File: config.mk
export PLATFORM = sky130hd
export DESIGN_NAME = hold_to_cycle_button_menu_flat
export DESIGN_NICKNAME = d
export VERILOG_FILES = /design/src/rtl/htcbm_pkg.sv /design/src/rtl/htcbm_in_if.sv /design/src/rtl/htcbm_out_if.sv /design/src/rtl/hold_to_cycle_button_menu.sv /design/src/flat_wrapper.sv
export SDC_FILE = /design/constraint.sdc
export NUM_CORES = 1
export LEC_CHECK = 0
export BUFFER_PORTS_ARGS = -buffer_cell sky130_fd_sc_hd__clkbuf_2
export CORE_UTILIZATION = 35
export DETAILED_ROUTE_END_ITERATION = 10
export PLACE_DENSITY_LB_ADDON = 0.3
export SETUP_SLACK_MARGIN = 0.4
export SLEW_MARGIN = 10
export SYNTH_ARGS = -nofsm -noshare
export SYNTH_HDL_FRONTEND = slang
export SYNTH_SLANG_ARGS = --single-unit
File: constraint.sdc
create_clock -name i_clk -period 5.48 [get_ports i_clk]
set_input_delay 1.096 -clock i_clk [delete_from_list [all_inputs] [get_ports i_clk]]
set_output_delay 1.096 -clock i_clk [all_outputs]
set_load 0.05 [all_outputs]
File: src/rtl/htcbm_pkg.sv
// ============================================================================
// htcbm_pkg
// Shared types and constants for the hold-to-cycle button menu.
// ============================================================================
`default_nettype none

package htcbm_pkg;

    localparam int NOW_W      = 32;
    localparam int IV_W       = 16;
    localparam int HALF_W     = IV_W - 1;
    localparam int LVL_W      = 7;
    localparam int FUNC_W     = 8;
    localparam int COLOR_W    = 3;
    localparam int CFG_IDX_W  = 2;
    localparam int CFG_DATA_W = 16;

    // bright*(half-dist) + dark*dist stays below 128*half
    localparam int ACC_W      = HALF_W + LVL_W;
    localparam int DIV_STEPS  = NOW_W;
    localparam int MUL_STEPS  = LVL_W;
    localparam int CNT_W      = $clog2(DIV_STEPS);

    localparam logic [CFG_IDX_W-1:0] CFG_BRIGHT   = 2'd0;
    localparam logic [CFG_IDX_W-1:0] CFG_DARK     = 2'd1;
    localparam logic [CFG_IDX_W-1:0] CFG_INTERVAL = 2'd2;
    localparam logic [CFG_IDX_W-1:0] CFG_TIMEOUT  = 2'd3;

    localparam logic [LVL_W-1:0] RST_BRIGHT   = 7'd100;
    localparam logic [LVL_W-1:0] RST_DARK     = 7'd0;
    localparam logic [IV_W-1:0]  RST_INTERVAL = 16'd1000;
    localparam logic [IV_W-1:0]  RST_TIMEOUT  = 16'd5000;

    localparam logic [LVL_W-1:0]   BRG_START   = 7'd100;
    localparam logic [LVL_W-1:0]   BRG_RELEASE = 7'd80;
    localparam logic [LVL_W-1:0]   BRG_MAX     = 7'd100;
    localparam logic [COLOR_W-1:0] COLOR_BLACK = 3'd4;
    localparam logic [FUNC_W-1:0]  FUNC_MAX    = 8'd255;

    typedef struct packed {
        logic               color_valid;
        logic [COLOR_W-1:0] color;
        logic               brightness_valid;
        logic [LVL_W-1:0]   brightness;
        logic               event_valid;
        logic [FUNC_W-1:0]  event_func;
        logic               sched_valid;
        logic               sched_enable;
    } t_result;

endpackage

`default_nettype wire

File: src/rtl/htcbm_in_if.sv
// ============================================================================
// htcbm_in_if
// Button sample channel: level and millisecond timestamp.
// ============================================================================
`default_nettype none

interface htcbm_in_if
    import htcbm_pkg::*;
();
    logic             valid;
    logic             ready;
    logic             pressed;
    logic [NOW_W-1:0] now_ms;

    modport source (output valid, pressed, now_ms, input ready);
    modport sink (input valid, pressed, now_ms, output ready);
endinterface

`default_nettype wire

File: src/rtl/htcbm_out_if.sv
// ============================================================================
// htcbm_out_if
// Result channel: LED, event and scheduling commands for one sample.
// ============================================================================
`default_nettype none

interface htcbm_out_if
    import htcbm_pkg::*;
();
    logic               valid;
    logic               ready;
    logic               color_valid;
    logic [COLOR_W-1:0] color;
    logic               brightness_valid;
    logic [LVL_W-1:0]   brightness;
    logic               event_valid;
    logic [FUNC_W-1:0]  event_func;
    logic               sched_valid;
    logic               sched_enable;

    modport source (
        output valid, color_valid, color, brightness_valid, brightness,
               event_valid, event_func, sched_valid, sched_enable,
        input  ready
    );
    modport sink (
        input  valid, color_valid, color, brightness_valid, brightness,
               event_valid, event_func, sched_valid, sched_enable,
        output ready
    );
endinterface

`default_nettype wire

File: src/rtl/hold_to_cycle_button_menu.sv
// ============================================================================
// hold_to_cycle_button_menu
// Single-button menu sequencer with bit-serial divide and multiply.
// ============================================================================
// Usage:
//   i_sample takes one word per button sample (pressed, now_ms); o_result
//   gives exactly one word per sample with color, brightness, event and
//   scheduling commands. Registers are written through i_cfg_we/i_cfg_idx/
//   i_cfg_data; the user is to write them only while the block is idle,
//   and the block itself does not enforce this. Most samples go from accept
//   through S_PUSH into the output register. A sample taken while the button
//   is held in cycle mode runs a 32-step restoring divide of the hold time
//   by the interval, one quotient bit per cycle, then a 7-step shift-add for
//   the brightness triangle and a 7-step divide by half the interval, before
//   S_PUSH. i_sample.ready is high only while no sample is in work, so a new
//   sample is not taken before the last one is in the output register.
//   Reset (synchronous, active low) returns to menu idle, loads register
//   defaults and empties the output register.
//   A stalled receiver holds the output word; the next sample is still
//   accepted and worked on, and its word waits until the output frees up.
// ============================================================================
`default_nettype none

module hold_to_cycle_button_menu
    import htcbm_pkg::*;
(
    input  wire logic                  i_clk,
    input  wire logic                  i_rst_n,
    htcbm_in_if.sink                   i_sample,
    htcbm_out_if.source                o_result,
    input  wire logic                  i_cfg_we,
    input  wire logic [CFG_IDX_W-1:0]  i_cfg_idx,
    input  wire logic [CFG_DATA_W-1:0] i_cfg_data
);

    typedef enum logic [2:0] {
        S_IDLE, S_DIV, S_FUNC, S_MUL, S_QDIV, S_PUSH
    } t_state;

    typedef enum logic [1:0] {
        MODE_IDLE, MODE_CYCLE, MODE_CONFIRM, MODE_EXECUTED
    } t_mode;

    t_state             r_state;
    t_mode              r_mode;
    logic [LVL_W-1:0]   r_bright;
    logic [LVL_W-1:0]   r_dark;
    logic [IV_W-1:0]    r_interval;
    logic [IV_W-1:0]    r_timeout;
    logic [NOW_W-1:0]   r_press_start;
    logic [NOW_W-1:0]   r_release_time;
    logic [FUNC_W-1:0]  r_chosen_func;
    logic               r_chosen_valid;
    logic [CNT_W-1:0]   r_cnt;
    logic [NOW_W-1:0]   r_dq;
    logic [IV_W-1:0]    r_drem;
    logic [HALF_W-1:0]  r_half;
    logic [ACC_W-1:0]   r_ma;
    logic [ACC_W-1:0]   r_md;
    logic [LVL_W-1:0]   r_mb;
    logic [LVL_W-1:0]   r_mk;
    logic [ACC_W-1:0]   r_acc;
    logic [ACC_W-1:0]   r_dv;
    logic [LVL_W-1:0]   r_q;
    t_result            r_res;
    t_result            r_out;
    logic               r_out_valid;

    logic               in_acc;
    logic               out_free;
    logic [IV_W-1:0]    iv;
    logic [HALF_W-1:0]  half;
    logic [IV_W:0]      div_t;
    logic               div_ge;
    logic [IV_W:0]      div_sub;
    logic [IV_W-1:0]    n_drem;
    logic [FUNC_W-1:0]  f_sat;
    logic               new_func;
    logic [IV_W-1:0]    dist_w;
    logic [HALF_W-1:0]  tri_dist;
    logic [ACC_W-1:0]   mul_add;
    logic               qd_ge;
    logic [LVL_W-1:0]   q_fin;
    logic [LVL_W-1:0]   brg_raw;
    logic [LVL_W-1:0]   brg_fin;
    logic [NOW_W-1:0]   elapsed;
    t_result            imm;
    t_result            func_res;
    t_result            brg_res;
    t_mode              imm_mode;
    logic               go_div;
    logic               set_press;
    logic               set_rel;
    logic               fin;

    assign in_acc         = i_sample.valid && i_sample.ready;
    assign i_sample.ready = (r_state == S_IDLE);
    assign out_free       = !r_out_valid || o_result.ready;

    assign iv      = (r_interval == '0) ? IV_W'(1) : r_interval;
    assign half    = iv[IV_W-1:1];

    // restoring divide step: quotient bits shift into r_dq behind the dividend
    assign div_t   = {r_drem, r_dq[NOW_W-1]};
    assign div_ge  = div_t >= {1'b0, iv};
    assign div_sub = div_t - {1'b0, iv};
    assign n_drem  = div_ge ? div_sub[IV_W-1:0] : div_t[IV_W-1:0];

    assign f_sat    = (|r_dq[NOW_W-1:FUNC_W]) ? FUNC_MAX : r_dq[FUNC_W-1:0];
    assign new_func = !r_chosen_valid || (f_sat != r_chosen_func);
    assign dist_w   = ({1'b0, half} >= r_drem) ? ({1'b0, half} - r_drem)
                                               : (r_drem - {1'b0, half});
    assign tri_dist = dist_w[HALF_W-1:0];

    assign mul_add = (r_mb[0] ? r_ma : '0) + (r_mk[0] ? r_md : '0);
    assign qd_ge   = r_acc >= r_dv;
    assign q_fin   = {r_q[LVL_W-2:0], qd_ge};
    assign brg_raw = (r_half == '0) ? r_bright : q_fin;
    assign brg_fin = (brg_raw > BRG_MAX) ? BRG_MAX : brg_raw;

    assign elapsed = i_sample.now_ms - r_release_time;

    always_comb begin
        func_res = '0;
        if (new_func) begin
            func_res.color_valid = 1'b1;
            func_res.color       = {1'b0, f_sat[1:0]};
        end
        brg_res                  = r_res;
        brg_res.brightness_valid = 1'b1;
        brg_res.brightness       = brg_fin;
    end

    always_comb begin
        imm       = '0;
        imm_mode  = r_mode;
        go_div    = 1'b0;
        set_press = 1'b0;
        set_rel   = 1'b0;
        fin       = 1'b0;
        if (i_sample.pressed) begin
            unique case (r_mode)
                MODE_IDLE: begin
                    imm.sched_valid      = 1'b1;
                    imm.brightness_valid = 1'b1;
                    imm.brightness       = BRG_START;
                    set_press            = 1'b1;
                    imm_mode             = MODE_CYCLE;
                end
                MODE_CYCLE: begin
                    go_div = 1'b1;
                end
                MODE_CONFIRM: begin
                    set_press       = 1'b1;
                    imm.event_valid = 1'b1;
                    imm.event_func  = r_chosen_func;
                    imm_mode        = MODE_EXECUTED;
                end
                MODE_EXECUTED: begin
                end
            endcase
        end else begin
            unique case (r_mode)
                MODE_IDLE: begin
                end
                MODE_CYCLE: begin
                    if (r_chosen_valid) begin
                        imm.color_valid      = 1'b1;
                        imm.color            = {1'b0, r_chosen_func[1:0]};
                        imm.brightness_valid = 1'b1;
                        imm.brightness       = BRG_RELEASE;
                        set_rel              = 1'b1;
                        imm_mode             = MODE_CONFIRM;
                    end else begin
                        fin = 1'b1;
                    end
                end
                MODE_CONFIRM: begin
                    if (elapsed >= {{(NOW_W-IV_W){1'b0}}, r_timeout}) begin
                        fin = 1'b1;
                    end
                end
                MODE_EXECUTED: begin
                    fin = 1'b1;
                end
            endcase
        end
        if (fin) begin
            imm.color_valid  = 1'b1;
            imm.color        = COLOR_BLACK;
            imm.sched_valid  = 1'b1;
            imm.sched_enable = 1'b1;
            imm_mode         = MODE_IDLE;
        end
    end

    always_ff @(posedge i_clk) begin
        if (!i_rst_n) begin
            r_state        <= S_IDLE;
            r_mode         <= MODE_IDLE;
            r_bright       <= RST_BRIGHT;
            r_dark         <= RST_DARK;
            r_interval     <= RST_INTERVAL;
            r_timeout      <= RST_TIMEOUT;
            r_press_start  <= '0;
            r_release_time <= '0;
            r_chosen_func  <= '0;
            r_chosen_valid <= 1'b0;
            r_out_valid    <= 1'b0;
        end else begin
            if (i_cfg_we) begin
                case (i_cfg_idx)
                    CFG_BRIGHT:   r_bright   <= i_cfg_data[LVL_W-1:0];
                    CFG_DARK:     r_dark     <= i_cfg_data[LVL_W-1:0];
                    CFG_INTERVAL: r_interval <= i_cfg_data[IV_W-1:0];
                    CFG_TIMEOUT:  r_timeout  <= i_cfg_data[IV_W-1:0];
                    default: ;
                endcase
            end

            if (r_state == S_PUSH && out_free) begin
                r_out_valid <= 1'b1;
            end else if (o_result.ready) begin
                r_out_valid <= 1'b0;
            end

            unique case (r_state)
                S_IDLE: begin
                    if (in_acc) begin
                        r_cnt <= '0;
                        if (go_div) begin
                            r_dq    <= i_sample.now_ms - r_press_start;
                            r_drem  <= '0;
                            r_state <= S_DIV;
                        end else begin
                            r_res   <= imm;
                            r_mode  <= imm_mode;
                            r_state <= S_PUSH;
                            if (set_press) begin
                                r_press_start <= i_sample.now_ms;
                            end
                            if (set_rel) begin
                                r_release_time <= i_sample.now_ms;
                            end
                            if (fin) begin
                                r_release_time <= '0;
                                r_chosen_valid <= 1'b0;
                            end
                        end
                    end
                end
                S_DIV: begin
                    r_drem <= n_drem;
                    r_dq   <= {r_dq[NOW_W-2:0], div_ge};
                    r_cnt  <= r_cnt + 1'b1;
                    if (r_cnt == CNT_W'(DIV_STEPS - 1)) begin
                        r_state <= S_FUNC;
                    end
                end
                S_FUNC: begin
                    r_res <= func_res;
                    if (new_func) begin
                        r_chosen_func  <= f_sat;
                        r_chosen_valid <= 1'b1;
                    end
                    r_half  <= half;
                    r_ma    <= ACC_W'(half - tri_dist);
                    r_md    <= ACC_W'(tri_dist);
                    r_mb    <= r_bright;
                    r_mk    <= r_dark;
                    r_acc   <= '0;
                    r_cnt   <= '0;
                    r_state <= S_MUL;
                end
                S_MUL: begin
                    r_acc <= r_acc + mul_add;
                    r_ma  <= {r_ma[ACC_W-2:0], 1'b0};
                    r_md  <= {r_md[ACC_W-2:0], 1'b0};
                    r_mb  <= {1'b0, r_mb[LVL_W-1:1]};
                    r_mk  <= {1'b0, r_mk[LVL_W-1:1]};
                    if (r_cnt == CNT_W'(MUL_STEPS - 1)) begin
                        r_dv    <= ACC_W'({r_half, {(LVL_W-1){1'b0}}});
                        r_cnt   <= '0;
                        r_state <= S_QDIV;
                    end else begin
                        r_cnt <= r_cnt + 1'b1;
                    end
                end
                S_QDIV: begin
                    if (qd_ge) begin
                        r_acc <= r_acc - r_dv;
                    end
                    r_q   <= q_fin;
                    r_dv  <= {1'b0, r_dv[ACC_W-1:1]};
                    r_cnt <= r_cnt + 1'b1;
                    if (r_cnt == CNT_W'(MUL_STEPS - 1)) begin
                        r_res   <= brg_res;
                        r_state <= S_PUSH;
                    end
                end
                S_PUSH: begin
                    if (out_free) begin
                        r_out   <= r_res;
                        r_state <= S_IDLE;
                    end
                end
                default: begin
                    r_state <= S_IDLE;
                end
            endcase
        end
    end

    assign o_result.valid            = r_out_valid;
    assign o_result.color_valid      = r_out.color_valid;
    assign o_result.color            = r_out.color;
    assign o_result.brightness_valid = r_out.brightness_valid;
    assign o_result.brightness       = r_out.brightness;
    assign o_result.event_valid      = r_out.event_valid;
    assign o_result.event_func       = r_out.event_func;
    assign o_result.sched_valid      = r_out.sched_valid;
    assign o_result.sched_enable     = r_out.sched_enable;

    a_idle_no_choice: assert property (@(posedge i_clk) disable iff (!i_rst_n)
        (r_mode == MODE_IDLE) |-> !r_chosen_valid)
        else $error("menu idle with a function still chosen");

    a_held_divides: assert property (@(posedge i_clk) disable iff (!i_rst_n)
        (in_acc && i_sample.pressed && r_mode == MODE_CYCLE) |=> (r_state == S_DIV))
        else $error("held sample did not start the divider");

    a_color_range: assert property (@(posedge i_clk) disable iff (!i_rst_n)
        (o_result.valid && o_result.color_valid) |-> (o_result.color <= COLOR_BLACK))
        else $error("color code out of range");

    a_brg_range: assert property (@(posedge i_clk) disable iff (!i_rst_n)
        (o_result.valid && o_result.brightness_valid) |-> (o_result.brightness <= BRG_MAX))
        else $error("brightness above full scale");

endmodule

`default_nettype wire

File: src/flat_wrapper.sv
// flat-port wrapper written by rule: the top's interface ports become plain ports
module hold_to_cycle_button_menu_flat import htcbm_pkg::*;
  (i_clk, i_rst_n, i_cfg_we, i_cfg_idx, i_cfg_data, i_sample_valid, i_sample_pressed, i_sample_now_ms, i_sample_ready, o_result_valid, o_result_color_valid, o_result_color, o_result_brightness_valid, o_result_brightness, o_result_event_valid, o_result_event_func, o_result_sched_valid, o_result_sched_enable, o_result_ready);
  htcbm_in_if i_sample_i ();
  htcbm_out_if o_result_i ();
  input  wire logic i_clk;
  input  wire logic i_rst_n;
  input  wire logic i_cfg_we;
  input  wire logic [CFG_IDX_W-1:0] i_cfg_idx;
  input  wire logic [CFG_DATA_W-1:0] i_cfg_data;
  input wire logic [$bits(i_sample_i.valid)-1:0] i_sample_valid;
  input wire logic [$bits(i_sample_i.pressed)-1:0] i_sample_pressed;
  input wire logic [$bits(i_sample_i.now_ms)-1:0] i_sample_now_ms;
  output wire logic [$bits(i_sample_i.ready)-1:0] i_sample_ready;
  output wire logic [$bits(o_result_i.valid)-1:0] o_result_valid;
  output wire logic [$bits(o_result_i.color_valid)-1:0] o_result_color_valid;
  output wire logic [$bits(o_result_i.color)-1:0] o_result_color;
  output wire logic [$bits(o_result_i.brightness_valid)-1:0] o_result_brightness_valid;
  output wire logic [$bits(o_result_i.brightness)-1:0] o_result_brightness;
  output wire logic [$bits(o_result_i.event_valid)-1:0] o_result_event_valid;
  output wire logic [$bits(o_result_i.event_func)-1:0] o_result_event_func;
  output wire logic [$bits(o_result_i.sched_valid)-1:0] o_result_sched_valid;
  output wire logic [$bits(o_result_i.sched_enable)-1:0] o_result_sched_enable;
  input wire logic [$bits(o_result_i.ready)-1:0] o_result_ready;
  assign i_sample_i.valid = i_sample_valid;
  assign i_sample_i.pressed = i_sample_pressed;
  assign i_sample_i.now_ms = i_sample_now_ms;
  assign i_sample_ready = i_sample_i.ready;
  assign o_result_valid = o_result_i.valid;
  assign o_result_color_valid = o_result_i.color_valid;
  assign o_result_color = o_result_i.color;
  assign o_result_brightness_valid = o_result_i.brightness_valid;
  assign o_result_brightness = o_result_i.brightness;
  assign o_result_event_valid = o_result_i.event_valid;
  assign o_result_event_func = o_result_i.event_func;
  assign o_result_sched_valid = o_result_i.sched_valid;
  assign o_result_sched_enable = o_result_i.sched_enable;
  assign o_result_i.ready = o_result_ready;
  hold_to_cycle_button_menu u_core (.i_clk(i_clk), .i_rst_n(i_rst_n), .i_sample(i_sample_i), .o_result(o_result_i), .i_cfg_we(i_cfg_we), .i_cfg_idx(i_cfg_idx), .i_cfg_data(i_cfg_data));
endmodule
==> reports/results.txt, run 1 <==
Synth area leader -> edfxtp_1
Area growth syn-to-layout -> 12.5%
Initial antenna violation count -> 10
Pwr dens -> 392 nW/um^2
First-pass GRT wire length -> 102000 um
Clock buffer count from CTS -> 41
Status -> completed
Top FF cell, synth -> edfxtp_1
Reg2reg end -> u_core.r_ma[13]$_DFFE_PP_
Maximum VDD drop -> 0.000254 V
Setup crit start kind -> flop
CP Launch Point -> u_core.r_interval[1]$_SDFFE_PN0P_
Largest net degree at the start of global routing -> 79
Synth Cell Area -> 23200 um^2
Data arrival, critical path -> 5180 ps
Congestion Overflow GR -> 0
Syn Inst Count -> 2636
R2r startpoint -> u_core.r_interval[1]$_SDFFE_PN0P_
Final TNS setup -> 0 ps
Skew-Pair Late Insertion Delay -> 590 ps
Die W -> 259 um
Worst slew pin tran -> 1140 ps
Post-Syn Area per Cell -> 8.79 um^2
# setup viols final -> 0
Fin. Hold Viols -> 0
Die Area -> 67200 um^2
Max-slew violation count -> 0
Synth area leaders -> edfxtp_1 28%, dfxtp_1 11%, ha_1 9.1%, nand2_1 6.1%, a21oi_1 4.7%
Ant. Diodes -> 0
Max-slew headroom -> 23.8%
# DRC -> 0
Core area -> 64900 um^2
Crit Path Max Fanout -> 16
Filler cells -> 6463
CTS tree -> done
First DRT Iteration DRCs -> 1057
CTS root buffer -> clkbuf_16
DP HPWL -> 48900 um
Worst hold path type -> reg2reg
Crit Path Class -> reg2reg
Boundary Pins -> 81
Nets -> 2943
Initial Util -> 35.7%
Final WL -> 64700 um
FF-to-FF setup slack -> 620 ps
Post-synth EDFFs -> 219
Sequential area share after synthesis -> 39.2%
Design area -> 26100 um^2
Routed vias -> 19100
Max_cap viols -> 0
Syn nets -> 2889
Number of global-route vias before repair -> 18600
Unrepaired setup endpoints after global routing -> no
Clk sinks -> 344
Final worst-path cycle share -> 88.7%
R2R depth -> 22
H-tree depth -> 2
Row cnt -> 93
Most common cell in the synthesized netlist -> nand2_1
Post-synth ARST share -> 0%
Vias per cell -> 5.34
Final Wtd Congestion -> 0.912
Antenna viol nets, final -> 0
Leakage -> 10.6 nW
Crit path capture type -> flop
Number of synthesis warnings -> 0
Clk pin slew, worst setup/hold paths -> 60 ps
Share of the synthesized area in the top cell type -> 28.4%
Fraction of layout cells with a size suffix above 1 -> 9.19%
Fin crit period -> 4860 ps
Port Buf Inserts -> 80
Die height -> 259 um
Maximum clock rate -> 0.206 GHz
Crit path to -> u_core.r_ma[13]$_DFFE_PP_
Req. time, crit path -> 5800 ps
CTS Buffer Depth -> 3
Clock Skew -> 35.7 ps
Avg WL per Cell -> 18.1 um
First-pass detailed-route iteration total -> 5
All-Layer GR Usage -> 19.0%
Netlist cell types -> 82
Flops & latches, synth -> 344
Synth top cells by count -> 374 x nand2_1, 230 x inv_1, 219 x edfxtp_1
DP Area -> 24600 um^2
sequential cells by signal, summed over array words and instances, names as in the netlist, 21 cells and up:
register and count:
u_core.r_release_time 32, u_core.r_acc 22, u_core.r_ma 22, u_core.r_dq 32, u_core.r_press_start 32, u_core.r_dv 21, u_core.r_md 22
cell usage in the layout (no fill, tap or decap), drive strengths merged, types with 33 or more instances in the layout:
| cell type | n |
|---|---|
| inv | 236 |
| ha | 168 |
| xnor2 | 58 |
| clkbuf | 125 |
| and2 | 54 |
| nor2 | 171 |
| nand2 | 374 |
| xor2 | 61 |
| a21o | 62 |
| nor2b | 37 |
| mux2i | 38 |
| edfxtp | 219 |
| a21oi | 219 |
| dfxtp | 125 |
| o21ai | 155 |
| a21boi | 62 |
| nor3 | 41 |
| buf | 56 |
| nand3 | 33 |
what timing repair did:
| item | 4_1_cts | 5_1_grt |
|---|---|---|
| setup endpoints to repair | 4 | 38 |
| hold buffers | 0 | 0 |
| buffers inserted | 0 | 3 |
| resized for setup | 3 | 18 |
| pin swaps | 0 | 4 |
through the flow:
stage                     power, W  setup WS [ps]  cells  utilization [%]  hold WS [ps]
after floorplan            0.00632            745   2636                -           400
after global placement     0.00727            129   3499             37.9           403
after detailed placement   0.00736            111   3499             37.9           405
after CTS                   0.0102            407   3573             40.0           416
after global routing        0.0109            395   3576             40.1           419
final                       0.0102            617   3576             40.1           419
per-layer routing:
metal | global-route usage (%) | up-vias | share of wire (%)
li1 | - | 9397 | -
met1 | 25.0 | 9126 | 45
met2 | 31.4 | 431 | 46
met3 | 3.72 | 116 | 5.3
met4 | 5.70 | 20 | 2.8
met5 | 0 | - | 0.18
power by group:
part	internal (W)	switching (W)
clock network	0.00162	0.00119
logic	0.00146	0.00238
registers	0.00331	0.000256
total	0.00640	0.00382
logic make-up after synthesis:
| kind of cell | Yosys count | share of synthesized area (%) |
|---|---|---|
| xor gates and xnor gates | 119 | 4.50 |
| AOI/OAI and AO/OA | 727 | 20.0 |
| buffers and inverters | 354 | 5.84 |
| DFF | 344 | 39.2 |
| adders and majority gates | 197 | 11.6 |
| muxes | 41 | 1.79 |
| and+or+nand+nor | 854 | 17.1 |
final cells by class:
| class | count | area, um^2 | share of cell area (%) |
|---|---|---|---|
| clock buffers | 46 | 1080 | 4.13 |
| clock inverters | 28 | 299 | 1.15 |
| inverters | 230 | 863 | 3.31 |
| multi-input cells | 1938 | 12900 | 49.3 |
| flip-flops and latches | 344 | 9080 | 34.8 |
| well taps | 855 | 1070 | 4.10 |
| repair buffers | 135 | 823 | 3.16 |
how the worst min path moves through the flow:
stage	cells past startpoint	from	endpoint	slack (ps)
global route	0	u_core.brg_res[9]$_DFFE_PP_	u_core.o_result.event_func[7]$_DFFE_PP_	420
floorplan	0	u_core.r_res[11]$_DFFE_PP_	u_core.o_result.brightness[0]$_DFFE_PP_	400
finish	0	u_core.brg_res[5]$_DFFE_PP_	u_core.o_result.event_func[3]$_DFFE_PP_	420
detailed placement	0	u_core.brg_res[9]$_DFFE_PP_	u_core.o_result.event_func[7]$_DFFE_PP_	400
global placement	0	u_core.brg_res[19]$_DFFE_PP_	u_core.o_result.color[0]$_DFFE_PP_	400
CTS	0	u_core.brg_res[9]$_DFFE_PP_	u_core.o_result.event_func[7]$_DFFE_PP_	420
worst max-delay path, cell delays in order (launching register included):
cell      delay, ps
dfxtp_1         310
inv_1            80
ha_2            220
inv_1            90
fa_1            410
a21o_1          190
a21o_1          200
a21oi_2         160
o21ai_1         120
a211oi_2        320
nor3_4          100
buf_6           180
mux2i_1         220
buf_4           170
o31ai_2          60
xnor2_1         230
buf_4           160
ha_2            310
and3_1          190
a2111o_1        460
a31oi_4         210
xnor2_1         140
o21ai_1          70
Power figures use the tool's default switching activity.
==> run 2, diff against run 1 <==
Settings changed: GPL_TIMING_DRIVEN set to 0.
==> reports/results.txt, run 2 (synthesized netlist as in run 1, its figures left out) <==
Worst slew pin tran -> 1060 ps (-81.7 ps)
Boundary Pins -> 81 (unchanged)
CTS Buffer Depth -> 3 (unchanged)
First-pass GRT wire length -> 99900 um (-2.2%)
Initial Util -> 35.7% (unchanged)
Fin crit period -> 4870 ps (+11.0 ps)
Congestion Overflow GR -> 0 (unchanged)
Crit path capture type -> flop
Power, Total -> 0.0105 W (+3.0%)
Worst Hold Depth -> 0 (unchanged)
Area of the multi-input gates -> 12900 um^2 (+0.39%)
Setup crit start kind -> primary input
Commonest non-fill, non-tap cell in the layout -> nand2_1
DP Area -> 24700 um^2 (+0.39%)
Hold Path End -> u_core.o_result.brightness[1]$_DFFE_PP_
Port Buf Inserts -> 80 (unchanged)
Die Area -> 67200 um^2 (unchanged)
Die height -> 259 um (unchanged)
WHS -> 416 ps (-2.23 ps)
Data arrival, critical path -> 5180 ps (about the same)
Status -> completed
Filler cells -> 6595 (+2.0%)
H-tree depth -> 2 (unchanged)
Vias per cell -> 5.21 (-2.4%)
Fraction of layout cells with a size suffix above 1 -> 8.09% (-1.1 points)
Crit Path Max Fanout -> 8 (-8)
Req. time, crit path -> 5790 ps (about the same)
Initial antenna violation count -> 9 (-1)
FF-to-FF setup slack -> 630 ps (about the same)
Design area -> 26400 um^2 (+1.4%)
R2R depth -> 22 (unchanged)
Row cnt -> 93 (unchanged)
Pwr dens -> 398 nW/um^2 (+1.6%)
CTS root buffer -> clkbuf_16
Reg2reg end -> u_core.r_ma[13]$_DFFE_PP_
Leakage -> 10.7 nW (+0.47%)
Hold wc startpoint -> u_core.r_res[12]$_DFFE_PP_
Number of global-route vias before repair -> 17900 (-3.9%)
DP HPWL -> 49800 um (+2.0%)
Largest net degree at the start of global routing -> 62 (-22%)
Clock Skew -> 34.3 ps (-1.46 ps)
First-pass detailed-route iteration total -> 7 (+2)
Core area -> 64900 um^2 (unchanged)
Maximum clock rate -> 0.205 GHz (-0.23%)
Clk sinks -> 344 (unchanged)
Routed vias -> 19100 (-0.0052%)
PnR worst setup slack -> 606 ps (-11.0 ps)
# DRC -> 0 (unchanged)
Clk pin slew, worst setup/hold paths -> 60 ps (about the same)
Max-slew violation count -> 0 (unchanged)
Avg WL per Cell -> 17.6 um (-2.8%)
Max-slew headroom -> 29.5% (+5.7 points)
Clock buffer count from CTS -> 43 (+4.9%)
Post-CTS Hold Buffers -> 0 (unchanged)
Max_cap viols -> 0 (unchanged)
Crit Path Class -> in2reg
CTS tree -> done
Unrepaired setup endpoints after global routing -> yes
Final WL -> 64300 um (-0.50%)
Regs by FF count -> u_core.r_dq (32), u_core.r_press_start (32), u_core.r_release_time (32)
Fin. Hold Viols -> 0 (unchanged)
Commonest cells after routing, fill and taps aside -> 374 x nand2_1, 229 x inv_1, 219 x edfxtp_1
Register area -> 9080 um^2 (about the same)
# setup viols final -> 0 (unchanged)
Final worst-path cycle share -> 88.9% (+0.20 points)
All-Layer GR Usage -> 18.8% (-0.16 points)
Final TNS setup -> 0 ps (unchanged)
Antenna viol nets, final -> 0 (unchanged)
R2r startpoint -> u_core.r_drem[0]$_SDFFCE_PN0P_
Die W -> 259 um (unchanged)
Pre-CTS setup slack -> -310 ps (-421 ps)
Maximum VDD drop -> 0.000257 V (+1.0%)
Nets -> 3024 (+2.8%)
Worst hold path type -> reg2reg
First DRT Iteration DRCs -> 1197 (+13%)
Final Wtd Congestion -> 0.900 (-1.4%)
Skew-Pair Late Insertion Delay -> 580 ps (about the same)
Area growth syn-to-layout -> 14.1%
-- run 2: cell types whose count changed in the layout (fill, tap and decap cells not counted), moves of 3 or more --
cell / previous run / this run
buf_1: 0 / 6
buf_2: 0 / 15
buf_4: 54 / 10
bufinv_16: 4 / 9
clkbuf_1: 3 / 111
clkinvlp_4: 5 / 2
o21ai_0: 124 / 121
-- run 2: metal layers --
layer,routed length (um),GRT usage [%]
met1,31200,26.7
met2,28600,29.7
met3,3040,3.17
met4,1400,4.72
met5,103,0
-- run 2: worst max-delay path, cell delays in order --
cell and delay (ps):
clkbuf_2 120, inv_1 80, ha_1 230, fa_1 400, nand2b_1 210, a21oi_2 180
o21ai_1 170, nand2b_1 110, a21oi_1 80, xnor2_1 180, ha_1 290, a21o_1 190
a21oi_1 180, nand3_1 90, o21a_1 210, a2111oi_2 360, nand4_1 140, and4bb_1 360
nand4_4 200, nand3b_1 230, nand2_1 70
-- run 2: through the flow --
step | instances | utilization, %
after floorplan | 2636 | -
after detailed placement | 3573 | 38.0
after global placement | 3571 | 37.9
after global routing | 3661 | 40.7
final | 3662 | 40.7
after CTS | 3654 | 40.5
-- run 2: power breakdown --
part / switching [W] / internal (W)
Sequential: 0.000202 / 0.00331
Combinational: 0.00246 / 0.00144
Clock: 0.00116 / 0.00195
-- run 2: final cells by class --
class	instances	area share, %
multi-input combinational	1938	48.8
sequential	344	34.3
clock buffer	58	4.48
tap	855	4.05
inverter	230	3.27
buffer	124	1.89
timing repair buffer	90	1.80
clock inverter	22	1.36
antenna	1	0.00946
-- run 2: worst max path at each step --
stage	startpoint	end	slack, ps	cells past startpoint
after detailed placement	u_core.r_interval[1]$_SDFFE_PN0P_	u_core.r_ma[14]$_DFFE_PP_	-310	24
after global routing	i_sample_now_ms[4]	u_core.brg_res[1]$_DFFE_PP_	320	17
after floorplan	u_core.r_interval[1]$_SDFFE_PN0P_	u_core.r_ma[14]$_DFFE_PP_	740	24
final	i_sample_now_ms[0]	u_core.brg_res[22]$_DFFE_PP_	610	21
after CTS	i_sample_now_ms[4]	u_core.brg_res[22]$_DFFE_PP_	420	18
after global placement	u_core.r_state[1]$_SDFFE_PN0P_	u_core.r_acc[0]$_DFFE_PP_	-340	6
-- run 2: timing repair --
action	CTS	global route
buffers inserted	1	7
pin swaps	3	11
gates resized for setup	18	23
setup endpoints to repair	13	51
